$ cat src/sv/iulc_pkg.sv
// Package for the IPv6 upper-layer checksum unit: byte offsets, register reset,
// the staged item type and the end-around-carry adder. No dependencies.
`default_nettype none

package iulc_pkg;

  localparam int unsigned PosW = 17;

  localparam logic [PosW-1:0] PosLenHi    = 17'd4;
  localparam logic [PosW-1:0] PosLenLo    = 17'd5;
  localparam logic [PosW-1:0] PosAddrFirst = 17'd8;
  localparam logic [PosW-1:0] PosHeaderEnd = 17'd40;
  localparam logic [PosW-1:0] PosCsumHi   = 17'd42;
  localparam logic [PosW-1:0] PosCsumLo   = 17'd43;
  localparam logic [PosW-1:0] PosMax      = 17'h1ffff;

  localparam logic [7:0] NextHeaderReset = 8'd58;

  // One staged input byte with its frame marker.
  typedef struct packed {
    logic       valid;
    logic       last;
    logic [7:0] data;
  } iulc_item_t;

  // Ones'-complement add of two 16-bit words with the carry folded back in.
  function automatic logic [15:0] ones_add(input logic [15:0] a, input logic [15:0] b);
    logic [16:0] s;
    s = {1'b0, a} + {1'b0, b};
    return s[15:0] + {15'd0, s[16]};
  endfunction

endpackage

`default_nettype wire

$ cat src/sv/iulc_in_stage.sv
// Input register of the IPv6 upper-layer checksum unit.
// Holds one received byte until the checksum core takes it. Uses iulc_pkg.
`default_nettype none

module iulc_in_stage import iulc_pkg::*; (
  input  wire logic       clk_i,
  input  wire logic       rst_ni,
  input  wire logic       in_valid_i,
  output logic            in_ready_o,
  input  wire logic [7:0] in_data_i,
  input  wire logic       in_last_i,
  input  wire logic       take_i,
  output iulc_item_t      item_o
);

  logic       valid_q, valid_d;
  logic       last_q;
  logic [7:0] data_q;

  // The register is free when empty or when the core consumes it this cycle.
  assign in_ready_o = !valid_q || take_i;

  always_comb begin
    valid_d = valid_q;
    if (in_ready_o) begin
      valid_d = in_valid_i;
    end
  end

  always_ff @(posedge clk_i or negedge rst_ni) begin
    if (!rst_ni) begin
      valid_q <= 1'b0;
    end else begin
      valid_q <= valid_d;
    end
  end

  // Payload is loaded on every accepted transfer.
  always_ff @(posedge clk_i) begin
    if (in_valid_i && in_ready_o) begin
      data_q <= in_data_i;
      last_q <= in_last_i;
    end
  end

  assign item_o = '{valid: valid_q, last: last_q, data: data_q};

endmodule

`default_nettype wire

$ cat src/sv/iulc_core.sv
// Checksum core of the IPv6 upper-layer checksum unit: per-packet state,
// at most one ones'-complement add per byte and the result register. Uses iulc_pkg.
`default_nettype none

module iulc_core import iulc_pkg::*; (
  input  wire logic        clk_i,
  input  wire logic        rst_ni,
  input  wire iulc_item_t  item_i,
  input  wire logic [7:0]  next_header_i,
  output logic             take_o,
  output logic             res_valid_o,
  input  wire logic        res_ready_i,
  output logic [15:0]      res_checksum_o,
  output logic             res_short_o
);

  logic [PosW-1:0] pos_q, pos_d;
  logic [15:0]     sum_q, sum_d;
  logic [15:0]     len_q, len_d;
  logic [7:0]      held_q, held_d;
  logic            res_valid_q, res_valid_d;
  logic [15:0]     res_sum_q;
  logic            res_short_q;

  logic [PosW-1:0] end_pos, end_m1;
  logic            in_region;
  logic [7:0]      val;
  logic            do_add;
  logic [15:0]     add_a, add_b, add_sum;
  logic [15:0]     sum_new;

  // A byte is taken unless it ends a packet and the result slot stays full.
  assign take_o = item_i.valid && (!item_i.last || !res_valid_q || res_ready_i);

  // Payload length is captured from bytes four and five.
  always_comb begin
    len_d = len_q;
    if (pos_q == PosLenHi) begin
      len_d = {item_i.data, 8'h00};
    end else if (pos_q == PosLenLo) begin
      len_d = {len_q[15:8], item_i.data};
    end
  end

  assign end_pos   = PosHeaderEnd + {1'b0, len_d};
  assign end_m1    = end_pos - 17'd1;
  assign in_region = (pos_q >= PosAddrFirst) && (pos_q < end_pos);
  assign val       = (pos_q == PosCsumHi || pos_q == PosCsumLo) ? 8'h00 : item_i.data;

  // One shared adder: the seed at byte five, otherwise a completed word or a zero-padded final byte.
  always_comb begin
    do_add = 1'b0;
    add_a  = sum_q;
    add_b  = {held_q, val};
    if (pos_q == PosLenLo) begin
      do_add = 1'b1;
      add_a  = len_d;
      add_b  = {8'h00, next_header_i};
    end else if (in_region) begin
      if (pos_q[0]) begin
        do_add = 1'b1;
      end else if (pos_q == end_m1 || item_i.last) begin
        do_add = 1'b1;
        add_b  = {val, 8'h00};
      end
    end
  end

  assign add_sum = ones_add(add_a, add_b);
  assign sum_new = do_add ? add_sum : sum_q;

  // Next packet state; the end of a packet returns everything to zero.
  always_comb begin
    pos_d  = pos_q;
    sum_d  = sum_q;
    held_d = held_q;
    if (take_o) begin
      if (item_i.last) begin
        pos_d  = '0;
        sum_d  = '0;
        held_d = '0;
      end else begin
        sum_d = sum_new;
        if (in_region && !pos_q[0] && !(pos_q == end_m1)) begin
          held_d = val;
        end
        if (pos_q != PosMax) begin
          pos_d = pos_q + 17'd1;
        end
      end
    end
  end

  // Result slot fills at the end of a packet and empties on an output transfer.
  always_comb begin
    res_valid_d = res_valid_q;
    if (res_valid_q && res_ready_i) begin
      res_valid_d = 1'b0;
    end
    if (take_o && item_i.last) begin
      res_valid_d = 1'b1;
    end
  end

  always_ff @(posedge clk_i or negedge rst_ni) begin
    if (!rst_ni) begin
      pos_q       <= '0;
      sum_q       <= '0;
      len_q       <= '0;
      held_q      <= '0;
      res_valid_q <= 1'b0;
    end else begin
      pos_q       <= pos_d;
      sum_q       <= sum_d;
      held_q      <= held_d;
      res_valid_q <= res_valid_d;
      if (take_o) begin
        len_q <= item_i.last ? 16'd0 : len_d;
      end
    end
  end

  always_ff @(posedge clk_i) begin
    if (take_o && item_i.last) begin
      res_sum_q   <= ~sum_new;
      res_short_q <= (pos_q < end_m1);
    end
  end

  assign res_valid_o    = res_valid_q;
  assign res_checksum_o = res_sum_q;
  assign res_short_o    = res_short_q;

  // A byte that ends a packet always leaves a result behind.
  a_last_gives_result: assert property (@(posedge clk_i) disable iff (!rst_ni)
    take_o && item_i.last |=> res_valid_q)
    else $error("end of packet did not load the result register");

  // The end of a packet clears the per-packet state.
  a_last_clears: assert property (@(posedge clk_i) disable iff (!rst_ni)
    take_o && item_i.last |=> pos_q == '0 && sum_q == '0 && len_q == '0)
    else $error("packet state not cleared after end of packet");

  // Byte offset advances by one per taken byte until it saturates.
  a_pos_step: assert property (@(posedge clk_i) disable iff (!rst_ni)
    take_o && !item_i.last && pos_q != PosMax |=> pos_q == $past(pos_q) + 17'd1)
    else $error("byte offset did not advance");

  // A full result slot that is not drained blocks the next end-of-packet byte.
  a_no_overwrite: assert property (@(posedge clk_i) disable iff (!rst_ni)
    res_valid_q && !res_ready_i && item_i.valid && item_i.last |-> !take_o)
    else $error("pending result would be overwritten");

endmodule

`default_nettype wire

$ cat src/sv/ipv6_upper_layer_checksum_unit.sv
// IPv6 upper-layer checksum unit, top level.
// Instantiates iulc_in_stage and iulc_core and holds the next-header register.
// Uses iulc_pkg.
//
// Usage:
//   The slave stream carries an IPv6 packet one byte per transfer from header
//   byte 0; s_axis_tlast marks its final byte. Every transfer marked last
//   yields one result transfer on the master stream: the 16-bit checksum in
//   m_axis_tdata and a short-packet flag in m_axis_tuser. Other bytes yield
//   nothing.
//   Throughput is one byte per cycle while no last byte waits for the
//   result slot. An accepted last byte passes the input register, then the
//   end-around-carry adder into the result register behind m_axis_tvalid.
//   The next-header register is written on the cfg channel, which is always
//   ready; write it only between packets. It is sampled at byte five.
//   Reset clears all packet state, empties both registers and loads the
//   next-header register with 58.
//   While m_axis_tready is low the result holds; data bytes keep flowing, and
//   only the next last byte waits until the pending result is transferred.
`default_nettype none

module ipv6_upper_layer_checksum_unit import iulc_pkg::*; (
  input  wire logic        clk_i,
  input  wire logic        rst_ni,
  // Input byte stream.
  input  wire logic        s_axis_tvalid,
  output logic             s_axis_tready,
  input  wire logic [7:0]  s_axis_tdata,   // [7:0] packet_byte
  input  wire logic        s_axis_tlast,   // end_of_packet
  // Result stream.
  output logic             m_axis_tvalid,
  input  wire logic        m_axis_tready,
  output logic [15:0]      m_axis_tdata,   // [15:0] checksum
  output logic             m_axis_tuser,   // [0] short_packet
  // Next-header register write channel.
  input  wire logic        cfg_valid_i,
  output logic             cfg_ready_o,
  input  wire logic [7:0]  cfg_data_i      // [7:0] next_header_value
);

  iulc_item_t item;
  logic       take;
  logic [7:0] next_header_q;

  // Configuration write: accepted every cycle.
  assign cfg_ready_o = 1'b1;

  always_ff @(posedge clk_i or negedge rst_ni) begin
    if (!rst_ni) begin
      next_header_q <= NextHeaderReset;
    end else if (cfg_valid_i && cfg_ready_o) begin
      next_header_q <= cfg_data_i;
    end
  end

  iulc_in_stage u_in_stage (
    .clk_i      (clk_i),
    .rst_ni     (rst_ni),
    .in_valid_i (s_axis_tvalid),
    .in_ready_o (s_axis_tready),
    .in_data_i  (s_axis_tdata),
    .in_last_i  (s_axis_tlast),
    .take_i     (take),
    .item_o     (item)
  );

  iulc_core u_core (
    .clk_i          (clk_i),
    .rst_ni         (rst_ni),
    .item_i         (item),
    .next_header_i  (next_header_q),
    .take_o         (take),
    .res_valid_o    (m_axis_tvalid),
    .res_ready_i    (m_axis_tready),
    .res_checksum_o (m_axis_tdata),
    .res_short_o    (m_axis_tuser)
  );

endmodule

`default_nettype wire
$ cat config.mk
export PLATFORM = sky130hd
export DESIGN_NAME = ipv6_upper_layer_checksum_unit
export DESIGN_NICKNAME = d
export VERILOG_FILES = /design/src/sv/iulc_pkg.sv /design/src/sv/iulc_in_stage.sv /design/src/sv/iulc_core.sv /design/src/sv/ipv6_upper_layer_checksum_unit.sv
export SDC_FILE = /design/constraint.sdc
export NUM_CORES = 1
export LEC_CHECK = 0
export ABC_AREA = 1
export BUFFER_PORTS_ARGS = -buffer_cell sky130_fd_sc_hd__buf_2
export CORE_AREA = 2 2 140 142
export DETAILED_ROUTE_END_ITERATION = 6
export DIE_AREA = 0 0 142 144
export GPL_TIMING_DRIVEN = 0
export HOLD_SLACK_MARGIN = 0.12
export PLACE_DENSITY = 0.57
export SETUP_SLACK_MARGIN = 0.2
export SLEW_MARGIN = 30
export SYNTH_ARGS = -nofsm -noshare
export SYNTH_HDL_FRONTEND = slang
export SYNTH_HIERARCHICAL = 1
export SYNTH_SLANG_ARGS = --single-unit
$ cat constraint.sdc
create_clock -name clk_i -period 23 [get_ports clk_i]
set_input_delay 1.15 -clock clk_i [delete_from_list [all_inputs] [get_ports clk_i]]
set_output_delay 1.15 -clock clk_i [all_outputs]
set_load 0.1 [all_outputs]
==> results of run 1 <==
[through the flow]
step                setup WS [ns]  util [%]  total power [mW]  cells  hold slack (ns)
floorplan                   15.00         -             0.369   1024            0.442
detailed placement          12.95      41.7             0.425   1302            0.455
global placement            13.07      41.5             0.421   1301            0.452
global route                11.72      43.4             0.637   1318            0.492
CTS                         12.92      43.4             0.600   1318            0.466
finish                      12.86      43.4             0.596   1318            0.464
[logic make-up (layout without fill, tap and decap cells)]
| logic type | after synthesis | count (layout) | synth area share (%) |
|---|---|---|---|
| other | 1 | 1 | 0.0506 |
| buffers and inverters | 165 | 221 | 9.33 |
| xor gates and xnor gates | 36 | 36 | 4.35 |
| AOI/OAI and AO/OA | 142 | 142 | 10.8 |
| and+or+nand+nor | 532 | 532 | 32.9 |
| DFF | 93 | 93 | 33.2 |
| adders and majority gates | 55 | 55 | 9.38 |
[layer usage]
metal	up-vias	GRT usage [%]
met3	16	3.41
met1	3073	29.6
met2	165	32.4
met4	0	5.47
met5	-	0
li1	3466	-
[sequential cells by signal, indices dropped and copies added (netlist names)]
signal,count
u_core/res_valid_o,1
u_core/pos_q,17
u_in_stage/last_q,1
u_core/sum_q,16
next_header_q,8
u_core/held_q,8
u_in_stage/valid_q,1
u_core/len_q,16
u_core/res_short_o,1
u_in_stage/data_q,8
u_core/res_checksum_o,16
[cell usage after synthesis, types with 10 or more instances]
cell / instances / area share (%)
nand2_1: 277 / 14
inv_1: 129 / 6.5
nand3_1: 96 / 6.5
nor2_1: 76 / 3.8
dfrtp_1: 63 / 21
o21ai_0: 59 / 4.0
ha_1: 54 / 9.1
a21oi_1: 45 / 3.0
xor2_1: 27 / 3.2
edfxtp_1: 26 / 11
nor3_1: 18 / 1.2
nand4_1: 16 / 1.3
clkbuf_1: 14 / 0.71
nand2_2: 10 / 0.84
o22ai_1: 10 / 0.84
[how the worst max path moves through the flow]
| stage | end | startpoint |
|---|---|---|
| after floorplan | u_core/res_checksum_o[15] | u_core/pos_q[0] |
| after global placement | u_core/res_checksum_o[15] | u_core/pos_q[0] |
| after detailed placement | u_core/res_checksum_o[15] | u_core/pos_q[0] |
| after CTS | u_core/res_checksum_o[15] | u_core/pos_q[0] |
| after global routing | u_core/res_checksum_o[15] | u_core/pos_q[0] |
| final | u_core/res_checksum_o[15] | u_core/pos_q[0] |
[power groups by stage]
stage	sequential, mW	clock, mW	combinational (mW)
finish	0.197	0.172	0.226
global route	0.199	0.183	0.255
CTS	0.197	0.178	0.225
detailed placement	0.200	0	0.224
global placement	0.200	0	0.221
floorplan	0.216	0	0.153
[area by class of cell]
cell class                      instances  share of cell area, %
Tap cell                              238                   3.59
Clock buffer                           10                   2.88
Buffer                                 28                   2.14
Timing Repair Buffer                   40                   2.72
Clock inverter                          6                   1.18
Multi-Input combinational cell        766                   51.5
Inverter                              137                   6.21
Sequential cell                        93                   29.7
[worst max-delay path, delay by kind of cell, from the launching register on]
| kind | cells | cell delay (ns) |
|---|---|---|
| buffers and inverters | 11 | 1.39 |
| xor gates and xnor gates | 1 | 0.14 |
| and+or+nand+nor | 37 | 5.08 |
| DFF | 1 | 0.56 |
| AOI/OAI and AO/OA | 6 | 1.33 |
| adders and majority gates | 5 | 1.37 |
==> flow_summary.ini, run 1 <==
[yosys]
synth-main-ff-cell = dfrtp_1
yosysWarnings = 6
ys_seq_area_share_pct = 33.2
synth.cell_area_um2 = 7420
synth_instances = 1024
synth-seq-cells = 93
synthArstFlopShare_pct = 72.0
count_of_flip_flops_with_a_built_in_enable_after_synthesis = 26
synth.distinct_cells = 53
postSynthNetCount = 1101
mean_instance_size_in_the_synthesized_netlist_um2 = 7.24

[route]
drt_iter0_markers = 440
wirelength_met1_mm = 9.81
met3_wirelength_mm = 1.09
route.detailed.drc = 0
routed.top_layer = met4
drt-vias-per-instance = 5.10
postRouteAntennaNets = 0
detailroute.via_count = 6720
first_drt_pass_iteration_count = 5
average_detailed_routed_wire_length_per_instance_um = 15.2
wl_met2_mm = 8.81
detail_route.wirelength_mm = 20.0

[grt]
first_pass_grt_wire_length_mm = 32.7
globalRouteTotalUtil_pct = 20.7
vias_in_the_first_global_route = 6285
grt_start_max_net_pins = 48
globalRouteOverflowTotal = 0
initial_antenna_violation_count = 0

[power_and_ir_drop]
power_leakage_nw = 4.14
worst_ir_drop_vdd_uv = 49.5
internal-power_uw = 355
netSwitchingFraction_pct = 40.4
switching_power_uw = 241
power_frac_seq_pct = 33.1
power_density_nw_per_um2 = 71.9
clockPowerShare_pct = 28.9
comb_power_share_pct = 37.9

[die]
coreArea_um2 = 19100
die_y_um = 144
die-area_um2 = 20400
placementRows = 51
die_extent_in_x_um = 142
initial_utilization_pct = 38.9
io-pin-count = 42

[timing]
max_slew_margin_pct = 36.3
maxClockFrequency_ghz = 0.0986
final.period_utilization_pct = 44.1
timing_max_transition_violations_final = 0
tightestPinTransition_ns = 0.945
setup-tns-final_ns = 0
min_period_ns = 10.14
timing.final.hold_violations = 0
setup_viol = 0
rsz_0062_raised_after_global_routing = no
clock_skew_ns = 0.0103

[cells_and_area]
mostFrequentLayoutCell = nand2_1
final_design_area_no_fill_um2 = 8280
final_net_count = 1152
multi_input_gate_area_in_the_final_layout_um2 = 4270
fillers = 1965
antenna-diode-count = 0
most-common-layout-cells = 277 x nand2_1, 128 x inv_1, 96 x nand3_1
area_growth_pct = 11.7
seq_area_um2 = 2460
post_route_cells_drive_above_1_share_pct = 12.0

[status]
status = completed

[hold_path]
hp-start = next_header_q[5]
hold_depth = 2
min_path_type = flop to flop
min_delay_worst_endpoint = next_header_q[5]

[cts]
postCtsHoldBufs = 0
worst_skew_pair_latency_ns = 0.36
postCtsResizedCells = 0
cts_htree_levels = 3
post_cts_buffers = 0
tritoncts_clock_tree = built
max-clock-path-buffers = 2
clk_transition_reported_paths_ns = 0.07
clock_sinks = 93
clock_tree.root_cell = clkbuf_16
cts_made_buffers = 9

[run]
cap_violations = 0

[critical_path]
crit_arrival_ns = 10.25
worstReg2RegEnd = u_core/res_checksum_o[15]
crit-reg2reg-launch = u_core/pos_q[0]
critPathSlowestCell = dfrtp_1
critPathMaxFanout = 13
start_kind = flop
worstSetupEndpointType = flop
max_stage_delay_ns = 0.56
worst_ep_required_time_ns = 23.11
timing_worst_setup_path_type = flop to flop
critical-path-top-cell-by-count = nand2_1
setup.reg_to_reg.worst_slack_ns = 12.86
r2r.worst_path.cells = 60

[place]
placedInstanceArea_um2 = 7950
place.gp.congestion = 0.913
dpl.hpwl_mm = 15.8
placement.io_buffers = 39
(Power assumes the default switching activity.)
==> run 2, diff against run 1 <==
--- a/config.mk
+++ b/config.mk
@@ -5,14 +5,14 @@
 export SDC_FILE = /design/constraint.sdc
 export NUM_CORES = 1
 export LEC_CHECK = 0
-export ABC_AREA = 1
+export ABC_AREA = 0
 export BUFFER_PORTS_ARGS = -buffer_cell sky130_fd_sc_hd__buf_2
 export CORE_AREA = 2 2 140 142
 export DETAILED_ROUTE_END_ITERATION = 6
 export DIE_AREA = 0 0 142 144
 export GPL_TIMING_DRIVEN = 0
 export HOLD_SLACK_MARGIN = 0.12
-export PLACE_DENSITY = 0.57
+export PLACE_DENSITY = 0.6
 export SETUP_SLACK_MARGIN = 0.2
 export SLEW_MARGIN = 30
 export SYNTH_ARGS = -nofsm -noshare
==> constraint.sdc (replaced) <==
create_clock -name clk_i -period 8.3 [get_ports clk_i]
set_input_delay 0.415 -clock clk_i [delete_from_list [all_inputs] [get_ports clk_i]]
set_output_delay 0.415 -clock clk_i [all_outputs]
set_load 0.1 [all_outputs]
==> flow_summary.ini, run 2 <==
[power_and_ir_drop]
worst_ir_drop_vdd_uv = 125
power_density_nw_per_um2 = 243
power_leakage_nw = 4.03

[timing]
maxClockFrequency_ghz = 0.109
clock_skew_ns = 0.00945
fin_hold_ws_ns = 0.229
tightestPinTransition_ns = 0.961
final.period_utilization_pct = 111
max_slew_margin_pct = 35.9
timing.final.hold_violations = 0
min_period_ns = 9.21
timing_max_transition_violations_final = 0
setup_viol = 22
timing.final.ws_setup_ns = -0.914
rsz_0062_raised_after_global_routing = yes

[yosys]
synth.area.top_cells = dfrtp_1 21%, edfxtp_1 10%, ha_1 9.1%, nand2_1 4.4%, xnor2_1 4.0%
ys_seq_area_share_pct = 33.0
synth.cell_area_um2 = 7460
synth-main-ff-cell = dfrtp_1
synth_top_area_share_pct = 21.1
synth_instances = 814
netlist_top_cells_count = 87 x nand2_1, 65 x nor2_1, 63 x dfrtp_1
mean_instance_size_in_the_synthesized_netlist_um2 = 9.17
postSynthNetCount = 891
synth.most_common_cell = nand2_1
synth_top_cell_by_area = dfrtp_1
synth.distinct_cells = 101
synth-seq-cells = 93
synthArstFlopShare_pct = 72.0
yosysWarnings = 6
count_of_flip_flops_with_a_built_in_enable_after_synthesis = 26

[critical_path]
crit_arrival_ns = 9.31
worstSetupEndpointType = flop
critical-path-top-cell-by-count = buf_6
timing_worst_setup_path_type = flop to flop
critPathMaxFanout = 7
max_stage_delay_ns = 0.60
crit_path_start = u_core/pos_q[16]
crit-reg2reg-launch = u_core/pos_q[16]
start_kind = flop
worst_ep_required_time_ns = 8.40
critPathSlowestCell = or4_4
r2r.worst_path.cells = 44
setup.reg_to_reg.worst_slack_ns = -0.91
worstReg2RegEnd = u_core/res_checksum_o[15]

[hold_path]
min_delay_worst_endpoint = u_in_stage/data_q[5]
hp-start = s_axis_tdata[5]
hold_depth = 1
min_path_type = input port to flop

[cells_and_area]
antenna-diode-count = 0
post_route_cells_drive_above_1_share_pct = 27.8
largest_register = u_core/pos_q
mostFrequentLayoutCell = nand2_1
most-common-layout-cells = 84 x nand2_1, 66 x buf_4, 63 x nor2_1
fillers = 1767
final_net_count = 1005
largest_reg_flops = 17
layoutNonFillerInstCount = 1171
final_design_area_no_fill_um2 = 9270
area_growth_pct = 24.2

[grt]
vias_in_the_first_global_route = 6328
globalRouteTotalUtil_pct = 21.9
first_pass_grt_wire_length_mm = 34.7
grt_start_max_net_pins = 42
globalRouteOverflowTotal = 0
initial_antenna_violation_count = 0

[die]
initial_utilization_pct = 39.1
die-area_um2 = 20400
io-pin-count = 42
coreArea_um2 = 19100
die_extent_in_x_um = 142
placementRows = 51
die_y_um = 144

[cts]
clk_transition_reported_paths_ns = 0.08
max-clock-path-buffers = 2
worst_skew_pair_latency_ns = 0.36
cts_made_buffers = 9
clock_sinks = 93
tritoncts_clock_tree = built
cts_htree_levels = 3
clock_tree.root_cell = clkbuf_16

[place]
placedInstanceArea_um2 = 8110
dpl.hpwl_mm = 16.0
place.gp.congestion = 0.867
placement.io_buffers = 39
placedCellCount = 1092

[route]
drt-vias-per-instance = 5.67
first_drt_pass_iteration_count = 5
detail_route.wirelength_mm = 21.8
postRouteAntennaNets = 0
detailroute.via_count = 6641
route.detailed.drc = 0
average_detailed_routed_wire_length_per_instance_um = 18.6
drt_iter0_markers = 598

[run]
cap_violations = 0

[status]
failed_checks = negative setup slack
status = finished, violations left
run 2: final cells by class:
cell class                      count  area (um2)  area share (%)
Sequential cell                    93        2470            26.7
Clock inverter                      7        75.1           0.810
Clock buffer                        9         225            2.43
Buffer                             34         204            2.20
Multi-Input combinational cell    647        5130            55.3
Tap cell                          238         298            3.21
Inverter                           40         150            1.62
Timing Repair Buffer              103         712            7.68
run 2: how the worst max path moves through the flow:
stage,slack [ns],endpoint,depth (start not counted)
after CTS,-0.77,u_core/res_checksum_o[15],44
after global routing,-1.32,u_core/res_checksum_o[15],46
after global placement,-1.63,u_core/res_checksum_o[15],44
after floorplan,-0.20,u_core/res_checksum_o[15],45
after detailed placement,-1.68,u_core/res_checksum_o[15],42
final,-0.91,u_core/res_checksum_o[15],44
run 2: routing by layer:
| metal | track usage (%) | share of wire, % | up-vias |
|---|---|---|---|
| met2 | 33.3 | 44 | 216 |
| met5 | 0 | 0 | - |
| met1 | 32.2 | 49 | 3213 |
| li1 | - | - | 3184 |
| met3 | 3.41 | 6.1 | 28 |
| met4 | 6.16 | 1.4 | 0 |
run 2: critical path: cells and delay by family, from the launching register on:
family                   cells  cell delay [ns]
AND/OR/NAND/NOR             20             4.35
multiplexers                 1             0.14
flip-flops                   1             0.46
XOR/XNOR                     3             0.63
buffers and inverters        5             0.58
adder cells (fa/ha/maj)      4             1.04
AO/OA/AOI/OAI               11             1.76
run 2: what timing repair did:
action,in CTS,in global routing
pin swaps,41,32
hold buffers,1,0
hold endpoints to repair,22,0
resized for setup,60,24
buffers inserted,47,15
setup endpoints to repair,32,32
run 2: logic make-up (layout without fill, tap and decap cells):
group / count (synthesis) / count (layout) / share of synthesized area (%)
simple gates: 302 / 302 / 21.5
xor+xnor: 60 / 60 / 7.04
fa+ha+maj: 57 / 57 / 9.62
buf+inv: 74 / 193 / 4.29
compound gates: 186 / 186 / 18.3
flops: 93 / 93 / 33.0
mux: 41 / 41 / 6.22
other cells: 1 / 1 / 0.0502
run 2: metrics by stage:
stage | utilization [%] | TNS [ns] | total power, mW | setup WS (ns)
after floorplan | - | -0.369 | 1.39 | -0.201
after global placement | 42.4 | -23.73 | 1.65 | -1.63
after detailed placement | 42.5 | -25.80 | 1.66 | -1.68
after CTS | 47.5 | -7.61 | 2.21 | -0.769
after global routing | 48.6 | -21.00 | 2.38 | -1.32
final | 48.6 | -10.52 | 2.25 | -0.914
run 2: where the power goes:
| part | internal [mW] | switching [mW] |
|---|---|---|
| sequential | 0.544 | 0.0754 |
| combinational | 0.473 | 0.729 |
| clock | 0.214 | 0.213 |
